==> config.mk <==
export PLATFORM = sky130hd
export DESIGN_NAME = first_free_page_allocator_top
export DESIGN_NICKNAME = d
export VERILOG_FILES = /design/src/ffpa_pkg.sv /design/src/ffpa_ram.sv /design/src/ffpa_find.sv /design/src/first_free_page_allocator_top.sv
export VERILOG_INCLUDE_DIRS = /design/src /design/src/src
export SDC_FILE = /design/constraint.sdc
export NUM_CORES = 2
export LEC_CHECK = 0
export BUFFER_PORTS_ARGS = -buffer_cell sky130_fd_sc_hd__buf_2
export CORE_MARGIN = 2
export CORE_UTILIZATION = 56
export CTS_BUF_LIST = sky130_fd_sc_hd__clkbuf_16
export DETAILED_ROUTE_END_ITERATION = 8
export PLACE_DENSITY = 0.76
export SETUP_SLACK_MARGIN = 0.02
export SLEW_MARGIN = 30
export SYNTH_ARGS = -nofsm -noshare
export SYNTH_HDL_FRONTEND = slang
export SYNTH_HIERARCHICAL = 1
export SYNTH_SLANG_ARGS = --single-unit
export TNS_END_PERCENT = 50
==> constraint.sdc <==
create_clock -name i_clk -period 5.11 [get_ports i_clk]
set_input_delay 0.511 -clock i_clk [delete_from_list [all_inputs] [get_ports i_clk]]
set_output_delay 0.511 -clock i_clk [all_outputs]
set_load 0.01 [all_outputs]
==> src/first_free_page_allocator_top_macros.svh <==
// Assertion macros for the first-free page allocator.
`ifndef FIRST_FREE_PAGE_ALLOCATOR_TOP_MACROS_SVH
`define FIRST_FREE_PAGE_ALLOCATOR_TOP_MACROS_SVH

`ifndef NO_ASSERTIONS

// Same-cycle implication, sampled on the rising clock edge outside reset.
`define FFPA_ASSERT_NOW(label, ante, cons, msg) \
    label: assert property (@(posedge i_clk) disable iff (!i_rst_n) (ante) |-> (cons)) \
        else $error(msg);

// Next-cycle implication, sampled on the rising clock edge outside reset.
`define FFPA_ASSERT_NEXT(label, ante, cons, msg) \
    label: assert property (@(posedge i_clk) disable iff (!i_rst_n) (ante) |=> (cons)) \
        else $error(msg);

`else

`define FFPA_ASSERT_NOW(label, ante, cons, msg)
`define FFPA_ASSERT_NEXT(label, ante, cons, msg)

`endif

`endif

==> src/ffpa_pkg.sv <==
// Package with the types, sizes and codes shared by the page allocator files.
`timescale 1ns / 1ps
`default_nettype none

package ffpa_pkg;

    // Managed region: number of pages and log2 of the page size in bytes.
    localparam int PAGE_COUNT = 1024;
    localparam int PAGE_BITS  = 12;

    // Field and bus widths.
    localparam int ADDR_W   = 40;
    localparam int DATA_W   = 64;
    localparam int CMD_W    = 2;
    localparam int STATUS_W = 2;
    localparam int PADDR_W  = 4;

    // The used-flag bitmap is held as rows of 32 flags.
    localparam int WORD_W = 32;
    localparam int BIT_W  = $clog2(WORD_W);
    localparam int ROWS   = (PAGE_COUNT + WORD_W - 1) / WORD_W;
    localparam int ROW_W  = (ROWS > 1) ? $clog2(ROWS) : 1;
    localparam int SLOT_W = ROW_W + BIT_W;
    localparam int CNT_W  = SLOT_W + 1;
    localparam int PG_W   = ADDR_W - PAGE_BITS;

    // Request codes.
    localparam logic [CMD_W-1:0] CMD_ALLOC_PHYS = 2'd0;
    localparam logic [CMD_W-1:0] CMD_ALLOC_KERN = 2'd1;
    localparam logic [CMD_W-1:0] CMD_FREE       = 2'd2;

    // Status codes.
    localparam logic [STATUS_W-1:0] ST_OK    = 2'd0;
    localparam logic [STATUS_W-1:0] ST_FULL  = 2'd1;
    localparam logic [STATUS_W-1:0] ST_RANGE = 2'd2;

    // Register select, taken from the top address bit.
    localparam logic REG_REGION_BASE   = 1'b0;
    localparam logic REG_KERNEL_OFFSET = 1'b1;

    // Sequencer states.
    typedef enum logic [3:0] {
        S_CLEAR,
        S_IDLE,
        S_FREE_SUB,
        S_FREE_CHK,
        S_FREE_WR,
        S_SCAN,
        S_ADD_BASE,
        S_ADD_KOFF,
        S_RESULT
    } t_state;

    // Outcome of the search for a free flag within one bitmap row.
    typedef struct packed {
        logic             found;
        logic [BIT_W-1:0] pos;
    } t_find;

endpackage

`default_nettype wire

==> src/ffpa_ram.sv <==
// Generic single-write, single-read RAM with a registered read port.
`timescale 1ns / 1ps
`default_nettype none

module ffpa_ram #(
    parameter int WIDTH = 32,
    parameter int DEPTH = 32,
    localparam int AW = (DEPTH > 1) ? $clog2(DEPTH) : 1
) (
    input  wire logic             i_clk,
    input  wire logic             i_wr_en,
    input  wire logic [AW-1:0]    i_wr_addr,
    input  wire logic [WIDTH-1:0] i_wr_data,
    input  wire logic             i_rd_en,
    input  wire logic [AW-1:0]    i_rd_addr,
    output logic      [WIDTH-1:0] o_rd_data
);

    logic [WIDTH-1:0] r_mem [DEPTH];

    // Write port.
    always_ff @(posedge i_clk) begin
        if (i_wr_en) begin
            r_mem[i_wr_addr] <= i_wr_data;
        end
    end

    // Registered read port.
    always_ff @(posedge i_clk) begin
        if (i_rd_en) begin
            o_rd_data <= r_mem[i_rd_addr];
        end
    end

endmodule

`default_nettype wire

==> src/ffpa_find.sv <==
// Lowest-free-flag search over one row of the used-flag bitmap.
`timescale 1ns / 1ps
`default_nettype none

module ffpa_find (
    input  wire logic [ffpa_pkg::WORD_W-1:0] i_word,
    input  wire logic [ffpa_pkg::ROW_W-1:0]  i_row,
    output ffpa_pkg::t_find                  o_find
);

    import ffpa_pkg::*;

    logic [WORD_W-1:0] w_free;

    // A flag counts as free only if it is clear and names a page inside the region.
    always_comb begin
        for (int b = 0; b < WORD_W; b++) begin
            w_free[b] = !i_word[b] &&
                        ({1'b0, i_row, BIT_W'(b)} < CNT_W'(PAGE_COUNT));
        end
    end

    // Priority encoder: the lowest free position wins.
    always_comb begin
        o_find = '0;
        for (int b = WORD_W - 1; b >= 0; b--) begin
            if (w_free[b]) begin
                o_find.found = 1'b1;
                o_find.pos   = BIT_W'(b);
            end
        end
    end

endmodule

`default_nettype wire

==> src/first_free_page_allocator_top.sv <==
// First-free page allocator: bitmap of used flags, request sequencer and register port.
//
// Requests arrive on i_cmd_valid / o_cmd_ready with i_command and i_free_address;
// one response per request leaves on o_rsp_valid / i_rsp_ready with o_page_address
// and o_status. Both channels complete a transfer when valid and ready are high.
// The block works on one request at a time and holds o_cmd_ready low meanwhile.
// An allocate scans the bitmap one 32-flag row per cycle through a single read
// port (ROWS = 32 rows by default), then adds the region base; a kernel allocate
// then adds its offset with the same shared 64-bit adder that forms the physical
// address. A free steps through subtract, check and read, write back, respond.
// A rejected free skips the read and write back, and an unknown code goes
// straight to respond. o_cmd_ready rises the cycle after the load.
// After reset the bitmap is cleared one row per cycle, all ROWS rows, with
// o_cmd_ready low; register writes are taken during that time as usual.
// The response sits in an output register; a stalled receiver holds the finished
// response in the sequencer until the register is free, while o_cmd_ready stays low.
// Registers sit on an APB-style port: region base at address 0, kernel offset at 8.
`timescale 1ns / 1ps
`default_nettype none

`include "first_free_page_allocator_top_macros.svh"

module first_free_page_allocator_top (
    input  wire logic                              i_clk,
    input  wire logic                              i_rst_n,
    // Request channel
    input  wire logic                              i_cmd_valid,
    output logic                                   o_cmd_ready,
    input  wire logic [ffpa_pkg::CMD_W-1:0]        i_command,
    input  wire logic [ffpa_pkg::ADDR_W-1:0]       i_free_address,
    // Response channel
    output logic                                   o_rsp_valid,
    input  wire logic                              i_rsp_ready,
    output logic      [ffpa_pkg::DATA_W-1:0]       o_page_address,
    output logic      [ffpa_pkg::STATUS_W-1:0]     o_status,
    // Register port
    input  wire logic                              psel,
    input  wire logic                              penable,
    input  wire logic                              pwrite,
    input  wire logic [ffpa_pkg::PADDR_W-1:0]      paddr,
    input  wire logic [ffpa_pkg::DATA_W-1:0]       pwdata,
    output logic      [ffpa_pkg::DATA_W-1:0]       prdata,
    output logic                                   pready
);

    import ffpa_pkg::*;

    localparam logic [ROW_W-1:0] ROW_LAST = ROW_W'(ROWS - 1);

    // Configuration registers.
    logic [ADDR_W-1:0]   r_region_base;
    logic [DATA_W-1:0]   r_kernel_offset;

    // Sequencer registers and their next values.
    t_state              r_state,     n_state;
    logic [ROW_W-1:0]    r_row,       n_row;
    logic [CMD_W-1:0]    r_cmd,       n_cmd;
    logic [ADDR_W-1:0]   r_free_addr, n_free_addr;
    logic [SLOT_W-1:0]   r_slot,      n_slot;
    logic [DATA_W-1:0]   r_sum,       n_sum;
    logic                r_carry,     n_carry;
    logic [STATUS_W-1:0] r_status,    n_status;

    // Output register.
    logic                r_out_valid;
    logic [DATA_W-1:0]   r_out_addr;
    logic [STATUS_W-1:0] r_out_status;

    // Shared adder.
    logic [DATA_W-1:0]   w_add_a;
    logic [DATA_W-1:0]   w_add_b;
    logic                w_add_cin;
    logic [DATA_W:0]     w_add_sum;

    // Bitmap memory ports.
    logic                w_wr_en;
    logic [ROW_W-1:0]    w_wr_addr;
    logic [WORD_W-1:0]   w_wr_data;
    logic                w_rd_en;
    logic [ROW_W-1:0]    w_rd_addr;
    logic [WORD_W-1:0]   w_rd_data;

    // Free address decode and row search.
    logic [ADDR_W-1:0]   w_off;
    logic [SLOT_W-1:0]   w_pg;
    logic                w_free_ok;
    t_find               w_find;
    logic                w_load;
    logic                w_cfg_wr;

    // Register port: completion without wait states, writes on the access phase.
    assign pready   = 1'b1;
    assign w_cfg_wr = psel && penable && pwrite && pready;
    assign prdata   = (paddr[PADDR_W-1] == REG_KERNEL_OFFSET) ? r_kernel_offset
                                                              : DATA_W'(r_region_base);

    always_ff @(posedge i_clk) begin
        if (!i_rst_n) begin
            r_region_base   <= '0;
            r_kernel_offset <= '0;
        end else if (w_cfg_wr) begin
            case (paddr[PADDR_W-1])
                REG_REGION_BASE: begin
                    r_region_base <= pwdata[ADDR_W-1:0];
                end
                REG_KERNEL_OFFSET: begin
                    r_kernel_offset <= pwdata;
                end
                default: begin
                end
            endcase
        end
    end

    // Used-flag bitmap, one row of flags per word.
    ffpa_ram #(
        .WIDTH (WORD_W),
        .DEPTH (ROWS)
    ) u_bitmap (
        .i_clk     (i_clk),
        .i_wr_en   (w_wr_en),
        .i_wr_addr (w_wr_addr),
        .i_wr_data (w_wr_data),
        .i_rd_en   (w_rd_en),
        .i_rd_addr (w_rd_addr),
        .o_rd_data (w_rd_data)
    );

    // Lowest free flag in the row just read.
    ffpa_find u_find (
        .i_word (w_rd_data),
        .i_row  (r_row),
        .o_find (w_find)
    );

    // The one 64-bit adder, shared by the range check and both address sums.
    assign w_add_sum = {1'b0, w_add_a} + {1'b0, w_add_b} + {{DATA_W{1'b0}}, w_add_cin};

    // Free address checks on the registered offset from the base.
    assign w_off     = r_sum[ADDR_W-1:0];
    assign w_pg      = w_off[PAGE_BITS +: SLOT_W];
    assign w_free_ok = r_carry &&
                       (w_off[PAGE_BITS-1:0] == '0) &&
                       (w_off[ADDR_W-1:PAGE_BITS] < PG_W'(PAGE_COUNT));

    // The finished response moves to the output register once it is free.
    assign w_load = (r_state == S_RESULT) && (!r_out_valid || i_rsp_ready);

    assign o_cmd_ready = (r_state == S_IDLE);

    // Sequencer: next state, adder operands and memory access.
    always_comb begin
        n_state     = r_state;
        n_row       = r_row;
        n_cmd       = r_cmd;
        n_free_addr = r_free_addr;
        n_slot      = r_slot;
        n_sum       = r_sum;
        n_carry     = r_carry;
        n_status    = r_status;
        w_add_a     = '0;
        w_add_b     = '0;
        w_add_cin   = 1'b0;
        w_wr_en     = 1'b0;
        w_wr_addr   = '0;
        w_wr_data   = '0;
        w_rd_en     = 1'b0;
        w_rd_addr   = '0;

        case (r_state)
            S_CLEAR: begin
                w_wr_en   = 1'b1;
                w_wr_addr = r_row;
                if (r_row == ROW_LAST) begin
                    n_row   = '0;
                    n_state = S_IDLE;
                end else begin
                    n_row = r_row + 1'b1;
                end
            end

            S_IDLE: begin
                // Row 0 is read ahead so that a scan can start at once.
                w_rd_en   = 1'b1;
                w_rd_addr = '0;
                if (i_cmd_valid) begin
                    n_cmd       = i_command;
                    n_free_addr = i_free_address;
                    n_row       = '0;
                    case (i_command)
                        CMD_ALLOC_PHYS, CMD_ALLOC_KERN: begin
                            n_state = S_SCAN;
                        end
                        CMD_FREE: begin
                            n_state = S_FREE_SUB;
                        end
                        default: begin
                            n_sum    = '0;
                            n_status = ST_OK;
                            n_state  = S_RESULT;
                        end
                    endcase
                end
            end

            S_FREE_SUB: begin
                // Offset from the base; the carry out is set when the address is not below it.
                w_add_a   = DATA_W'(r_free_addr);
                w_add_b   = ~DATA_W'(r_region_base);
                w_add_cin = 1'b1;
                n_sum     = w_add_sum[DATA_W-1:0];
                n_carry   = w_add_sum[DATA_W];
                n_state   = S_FREE_CHK;
            end

            S_FREE_CHK: begin
                if (w_free_ok) begin
                    w_rd_en   = 1'b1;
                    w_rd_addr = w_pg[SLOT_W-1:BIT_W];
                    n_slot    = w_pg;
                    n_state   = S_FREE_WR;
                end else begin
                    n_sum    = '0;
                    n_status = ST_RANGE;
                    n_state  = S_RESULT;
                end
            end

            S_FREE_WR: begin
                w_wr_en   = 1'b1;
                w_wr_addr = r_slot[SLOT_W-1:BIT_W];
                w_wr_data = w_rd_data & ~(WORD_W'(1) << r_slot[BIT_W-1:0]);
                n_sum     = '0;
                n_status  = ST_OK;
                n_state   = S_RESULT;
            end

            S_SCAN: begin
                if (w_find.found) begin
                    w_wr_en   = 1'b1;
                    w_wr_addr = r_row;
                    w_wr_data = w_rd_data | (WORD_W'(1) << w_find.pos);
                    n_slot    = {r_row, w_find.pos};
                    n_state   = S_ADD_BASE;
                end else if (r_row == ROW_LAST) begin
                    n_sum    = '0;
                    n_status = ST_FULL;
                    n_state  = S_RESULT;
                end else begin
                    w_rd_en   = 1'b1;
                    w_rd_addr = r_row + 1'b1;
                    n_row     = r_row + 1'b1;
                end
            end

            S_ADD_BASE: begin
                w_add_a  = DATA_W'(r_region_base);
                w_add_b  = DATA_W'(r_slot) << PAGE_BITS;
                n_sum    = w_add_sum[DATA_W-1:0];
                n_status = ST_OK;
                n_state  = (r_cmd == CMD_ALLOC_KERN) ? S_ADD_KOFF : S_RESULT;
            end

            S_ADD_KOFF: begin
                w_add_a = r_sum;
                w_add_b = r_kernel_offset;
                n_sum   = w_add_sum[DATA_W-1:0];
                n_state = S_RESULT;
            end

            S_RESULT: begin
                if (w_load) begin
                    n_state = S_IDLE;
                end
            end

            default: begin
                n_state = S_IDLE;
            end
        endcase
    end

    // Sequencer state; reset starts the clearing pass over the bitmap.
    always_ff @(posedge i_clk) begin
        if (!i_rst_n) begin
            r_state <= S_CLEAR;
            r_row   <= '0;
        end else begin
            r_state <= n_state;
            r_row   <= n_row;
        end
    end

    // Request payload and working values.
    always_ff @(posedge i_clk) begin
        r_cmd       <= n_cmd;
        r_free_addr <= n_free_addr;
        r_slot      <= n_slot;
        r_sum       <= n_sum;
        r_carry     <= n_carry;
        r_status    <= n_status;
    end

    // Output register.
    always_ff @(posedge i_clk) begin
        if (!i_rst_n) begin
            r_out_valid <= 1'b0;
        end else if (w_load) begin
            r_out_valid <= 1'b1;
        end else if (i_rsp_ready) begin
            r_out_valid <= 1'b0;
        end
    end

    always_ff @(posedge i_clk) begin
        if (w_load) begin
            r_out_addr   <= r_sum;
            r_out_status <= r_status;
        end
    end

    assign o_rsp_valid    = r_out_valid;
    assign o_page_address = r_out_addr;
    assign o_status       = r_out_status;

    // An accepted request always takes the sequencer out of idle.
    `FFPA_ASSERT_NEXT(a_accept_busy, i_cmd_valid && o_cmd_ready, r_state != S_IDLE, "request accepted but sequencer stayed idle")

    // A full region never reports an address.
    `FFPA_ASSERT_NOW(a_full_zero, o_rsp_valid && (o_status == ST_FULL), o_page_address == '0, "full status with a non-zero address")

    // The response status is always one of the defined codes.
    `FFPA_ASSERT_NOW(a_status_code, o_rsp_valid, (o_status == ST_OK) || (o_status == ST_FULL) || (o_status == ST_RANGE), "undefined response status")

    // Scanning and clearing never run past the last bitmap row.
    `FFPA_ASSERT_NOW(a_row_bound, (r_state == S_SCAN) || (r_state == S_CLEAR), r_row <= ROW_LAST, "bitmap row beyond the last row")

endmodule

`default_nettype wire
Yosys cells after proc, flatten, opt, wreduce, memory -nomap -nowiden
Memories as Yosys holds them, arrays and structs flattened. A register that Yosys moved wholly into a read port is not among the register bits.
Index checks and enable logic that the tools add are counted.

storage, ports and cells
  RAM bits = 1024
  input port bits = 117
  memories kept = 1
  bits in registers = 299
  logic and storage cells = 159
  output and inout bits = 133

operators by class
  bitwise operators = 5
  $add $sub $neg = 3
  reduce and logical (&&, ||, !) cells = 29
  mux-type cells = 82
  equal/unequal tests = 23
  shifts and indexed selects = 2
  magnitude comparators = 1

memories
  memory          words  width  rd ports  clocked after memory_dff  write ports  RTL line        RTL
  u_bitmap.r_mem  32     32     1         1                         1            ffpa_ram.sv:19  logic [WIDTH-1:0] r_mem [DEPTH];

operators with widths
  kind                  number
  $mux 64               6
  $pmux 64 s3           2
  $pmux 64 s5           1
  $mux 6                32
  $add 64x64->65        1
  $add 65x1->65         1
  $not 40->64           1
  $pmux 32 s2           1
  $shl 1x5->32 const A  2
  $mux 5                7
  $and 32x32->32        1
  $mux 32               1
  $not 32->32           1
  $or 32x32->32         1
  $pmux 4 s8            1
  $pmux 5 s3            2
  $lt 28x11->1 const B  1
  $mux 4                7
  $mux 10               2
  $pmux 10 s2           1
  $ne 2x2->1 const B    9
  $eq 4x3->1 const B    4
  $logic_not 12->1      1
  $reduce_and 6->1      2
  31 further kinds      57

Longest topological paths before layout
  depth after elaboration = 36
  gate-level depth with buffers = 19
  mapped depth without buffers = 17

Cells and area by module
Netlist, hierarchy kept.

by module, submodules not included
  module                         instances  area each (um^2)  sequential area each (um^2)  cells an instance
  ffpa_ram                       1          40812.9           31710.4                      2260
  first_free_page_allocator_top  1          17405.4           7837.5                       1941
  ffpa_find                      1          382.9             0.0                          68

Least setup slack after synthesis
No wires, ideal clock.

  path type = register -> register
  start point = reg u_bitmap.o_rd_data[2] (read register of u_bitmap.r_mem)
  end point = reg r_sum[0] (enable)
  setup slack = -390 ps
  data required time = 4624 ps
  arrival time = 5013 ps
  cell stages (with the launch flop) = 9
  setup time = 486 ps
  path buffers = 0
  clock period less this slack = 5500 ps
  path through = edfxtp_1 -> nand4_1 -> or3_4 -> nor3_1 -> nand2_1 -> and2_1 -> or2_2 -> or4_1 -> nor2_1

RTL lines
  item                  RTL line                              RTL
  start, declared       ffpa_ram.sv:16                        output logic [WIDTH-1:0] o_rd_data
  end signal, assigned  first_free_page_allocator_top.sv:299  r_sum <= n_sum;
  end, declared         first_free_page_allocator_top.sv:60   logic [DATA_W-1:0] r_sum, n_sum;

Worst setup path after layout
  start point = reg r_state[0]
  end point = reg r_sum[55] (data pin)

between the ends
  cells in the longest elaborated chain, start to end = 5
  elaborated cells on any way between the ends = 14
  those cells by class = add/sub: 2; eq/ne: 7; mux: 4; reduce/logical: 1

ends and longest elaborated chain
  item                                      RTL line                              RTL
  start, declared                           first_free_page_allocator_top.sv:55   t_state r_state, n_state;
  start signal, assigned                    first_free_page_allocator_top.sv:289  r_state <= n_state;
  $eq 4x3->1 or $eq 4x2->1 (tied branches)  first_free_page_allocator_top.sv:170  case (r_state)
  $pmux 64 s3                               first_free_page_allocator_top.sv:170
  $add 64x64->65                            first_free_page_allocator_top.sv:137  assign w_add_sum = {1'b0, w_add_a} + {1'b0, w_add_b} + {{DATA_W{1'b0}}, w_add_cin};
  $add 65x1->65                             first_free_page_allocator_top.sv:137
  $pmux 64 s5 (*)                           first_free_page_allocator_top.sv:170

Mark *: on every way between the ends. The rest lies on a longest branch, timed or not.
A chain may end at the register's enable or synchronous reset.

==> impl_metrics.py <==
metrics = {
    "global_routing": {
        "grt_pass1_vias": 37550,
        "grt_max_degree": 90,
        "overflow": 0,
        "grt_pass1_wl_um": 236900,
        "antenna_found_initial": 5,
        "grt_usage_pct": 29.68,
    },
    "sta": {
        "period_share_pct": 96.00,
        "fin_ws_ps": 204.2,
        "tightestPinTransition_ps": 1003,
        "clock_skew_ps": 24.37,
        "final-hold-violation-count": 0,
        "post-route-min-period_ps": 4906,
        "maxSlewHeadroom_pct": 33.17,
        "rsz0062_at_grt": "true",
        "max_freq_ghz": 0.2038,
        "drv_slew": 0,
        "setup_viol": 0,
    },
    "power_and_ir_drop": {
        "seqPwrFrac_pct": 53.6,
        "p_clk_share_pct": 44.0,
        "ir_drop_v": 0.0002784,
        "netSwitchingFraction_pct": 20.35,
        "switchingPower_uw": 4597,
        "leakagePower_uw": 0.02110,
        "power_density_nw_per_um2": 333.2,
        "p_int_uw": 17990,
        "pwr-share-comb_pct": 2.4,
        "finalPower_uw": 22590,
    },
    "clock_tree": {
        "clock-sinks": 1355,
        "insertion_delay_ps": 770,
        "cts_made_buffers": 139,
        "cts_tree": "yes",
        "cts_root_buf": "clkbuf_16",
        "clk_pin_slew_ps": 70,
        "cts_buffer_depth": 3,
        "htree_levels": 4,
    },
    "yosys": {
        "synth_edf_count": 1241,
        "async_flop_share_pct": 0,
        "ys_warn_count": 6,
        "syn_nets": 4453,
        "syn_avg_cell_area_um2": 13.73,
        "syn-instance-count": 4269,
        "ys_ff_latch": 1355,
        "ys_seq_area_share_pct": 67.49,
        "synth_cell_types": 82,
        "synth_ff_type": "edfxtp_1",
        "synth_area_um2": 58600,
    },
    "placement": {
        "dp_hpwl_um": 95270,
        "gp_congestion": 0.9702,
        "post_dp_cell_area_um2": 62400,
        "io_buffer_count": 245,
        "pre_cts_ws_ps": 407.2,
    },
    "floorplan": {
        "die_w_um": 327.5,
        "io_pins": 250,
        "start_util_pct": 56.54,
        "rows": 118,
        "dieArea_um2": 107300,
        "die_h_um": 327.5,
        "core_um2": 103600,
    },
    "routing": {
        "drtIter0Drc": 5146,
        "final_antenna_net_count": 0,
        "drcViolationCount": 0,
        "drt_wl_total_um": 161400,
        "wl_per_cell_um": 26.26,
        "vias_per_cell": 6.331,
        "firstDrtPassIters": 9,
        "vias": 38910,
    },
    "layout": {
        "regArea_um2": 39550,
        "syn_to_final_growth_pct": 15.68,
        "finalNetCount": 4836,
        "fin_area_um2": 67790,
        "multi_input_area_um2": 17990,
        "n_fill_cell": 7291,
        "drive_above_1_share_pct": 15.29,
    },
    "min_path": {
        "hold_class": "primary input to flip-flop",
        "whs_path_depth": 3,
    },
    "worst_setup_path": {
        "critPathLaunchType": "flip-flop",
        "r2r_cells": 15,
        "cp.required_ps": 5610,
        "cp.arrival_ps": 5410,
        "critPathCaptureType": "flip-flop",
        "crit_type": "flip-flop to flip-flop",
        "cp_max_fo": 33,
    },
    "run": {
        "drv_cap": 0,
    },
    "status": {
        "outcome": "complete, no violations",
    },
}
==> logic make-up after synthesis <==
family | Yosys count | synth area share, %
flip-flops | 1355 | 67.49
other | 1 | 0.006399
buffers and inverters | 323 | 2.590
AO/OA/AOI/OAI | 858 | 9.837
multiplexers | 558 | 9.623
adder cells (fa/ha/maj) | 67 | 1.456
XOR/XNOR | 49 | 0.7324
AND/OR/NAND/NOR | 1058 | 8.269
==> repair_timing <==
action                     CTS  global route
resized for setup            0             3
hold buffers                85             0
hold endpoints to repair    97             0
setup endpoints to repair    0             7
buffers inserted             0             4
==> metal layers <==
layer / routed length [um] / global-route usage (%) / vias to the layer above
li1: - / - / 17040
met1: 62600 / 40.63 / 19150
met2: 76360 / 47.58 / 2339
met3: 16000 / 4.784 / 381
met4: 6403 / 12.38 / 2
met5: 7 / 0 / -
==> power groups by stage <==
stage	Clock, uW	Sequential [uW]	Combinational (uW)
3_5_place_dp	0	12300	469
2_1_floorplan	0	12300	215
6_report	9950	12100	534
5_1_grt	10500	12100	559
4_1_cts	10000	12100	528
3_3_place_gp	0	12300	462
==> registers in the layout (all words and copies together) (netlist names), 4 cells and up <==
signal,count
u_bitmap/r_mem,1024
o_page_address,64
r_kernel_offset,64
r_sum,64
r_free_addr,40
r_region_base,40
u_bitmap/o_rd_data,32
r_slot,10
r_row,5
r_state,4
==> final timing paths <==
kind | start | to | slack (ps)
max | r_state[0]$_SDFFE_PN0P_ | r_sum[55]$_SDFFCE_PN0P_ | 200
max reg2reg | r_state[0]$_SDFFE_PN0P_ | r_sum[55]$_SDFFCE_PN0P_ | 200
min reg2reg | r_status[1]$_DFFE_PP_ | o_status[1]$_DFFE_PP_ | 420
min | pwdata[19] | r_region_base[19]$_SDFFE_PN0P_ | 30
==> cells in the final DEF (no fill, tap or decap), types with 11 or more instances in the layout <==
master and n:
a21oi_1 223, xor2_1 21, nor3_1 54, a22o_1 71, a221o_1 11, nor2_1 115, nand3b_1 12, mux2_2 42
a21o_1 16, xnor2_1 28, and2_1 64, mux2i_1 515, o21bai_1 22, nand4_1 36, clkbuf_16 142, o211ai_1 12
clkinv_1 30, dlygate4sd3_1 85, nand2_1 512, nand2b_1 16, buf_4 119, buf_12 39, a222oi_1 40, edfxtp_1 1241
inv_1 109, nor2b_1 11, a31oi_1 46, clkinv_2 14, bufinv_16 13, o21ai_1 24, ha_1 65, a22oi_1 98
o21ai_0 110, buf_2 245, a21boi_0 110, nand3_1 115, nor2_4 38, or3_1 14, dfxtp_1 114
==> cell usage after synthesis (all sizes together) (22+ instances only) <==
| master | instances | area share, % |
|---|---|---|
| nand3 | 115 | 0.98 |
| o21ai | 140 | 1.2 |
| xnor2 | 28 | 0.42 |
| ha | 65 | 1.4 |
| o21bai | 22 | 0.28 |
| nand2 | 515 | 3.3 |
| mux2 | 43 | 0.83 |
| a21oi | 234 | 2.0 |
| nor2 | 153 | 0.98 |
| a22o | 71 | 1.1 |
| and2 | 66 | 0.70 |
| mux2i | 515 | 8.8 |
| buf | 98 | 1.1 |
| dfxtp | 114 | 3.9 |
| a31oi | 46 | 0.49 |
| nand4 | 37 | 0.41 |
| edfxtp | 1241 | 64 |
| a222oi | 40 | 0.68 |
| inv | 77 | 0.49 |
| nor3 | 57 | 0.50 |
| a21boi | 112 | 1.4 |
| a22oi | 98 | 1.3 |
| clkbuf | 148 | 0.96 |
==> stage by stage <==
step                      cells  util, %  hold WS [ps]  TNS [ps]
after floorplan            4269        -         400.3         0
after global placement     5802    60.17         402.8         0
after detailed placement   5802    60.20         406.5         0
after CTS                  6138    65.35       0.01976         0
after global routing       6145    65.41         25.51    -29.64
final                      6145    65.41         29.44         0
==> final cells by class <==
class	count	area share (%)
flip-flops and latches	1355	58.34
multi-input cells	2591	26.54
repair buffers	488	5.533
clock buffers	142	5.242
well taps	1380	2.547
clock inverters	109	1.366
inverters	77	0.4263
diodes	3	0.01107
==> worst max-delay path, stage by stage (launching register included) <==
cell,delay [ps]
dfxtp_1,590
nand2b_1,240
nor2_4,290
buf_4,390
nand2_1,100
o21ai_0,100
ha_1,320
o211ai_1,210
a21oi_1,100
o21ai_1,460
o211ai_1,310
a31oi_1,620
nand2_1,270
a21boi_2,360
o21ai_1,140
mux2i_1,140
(Power assumes the default switching activity.)
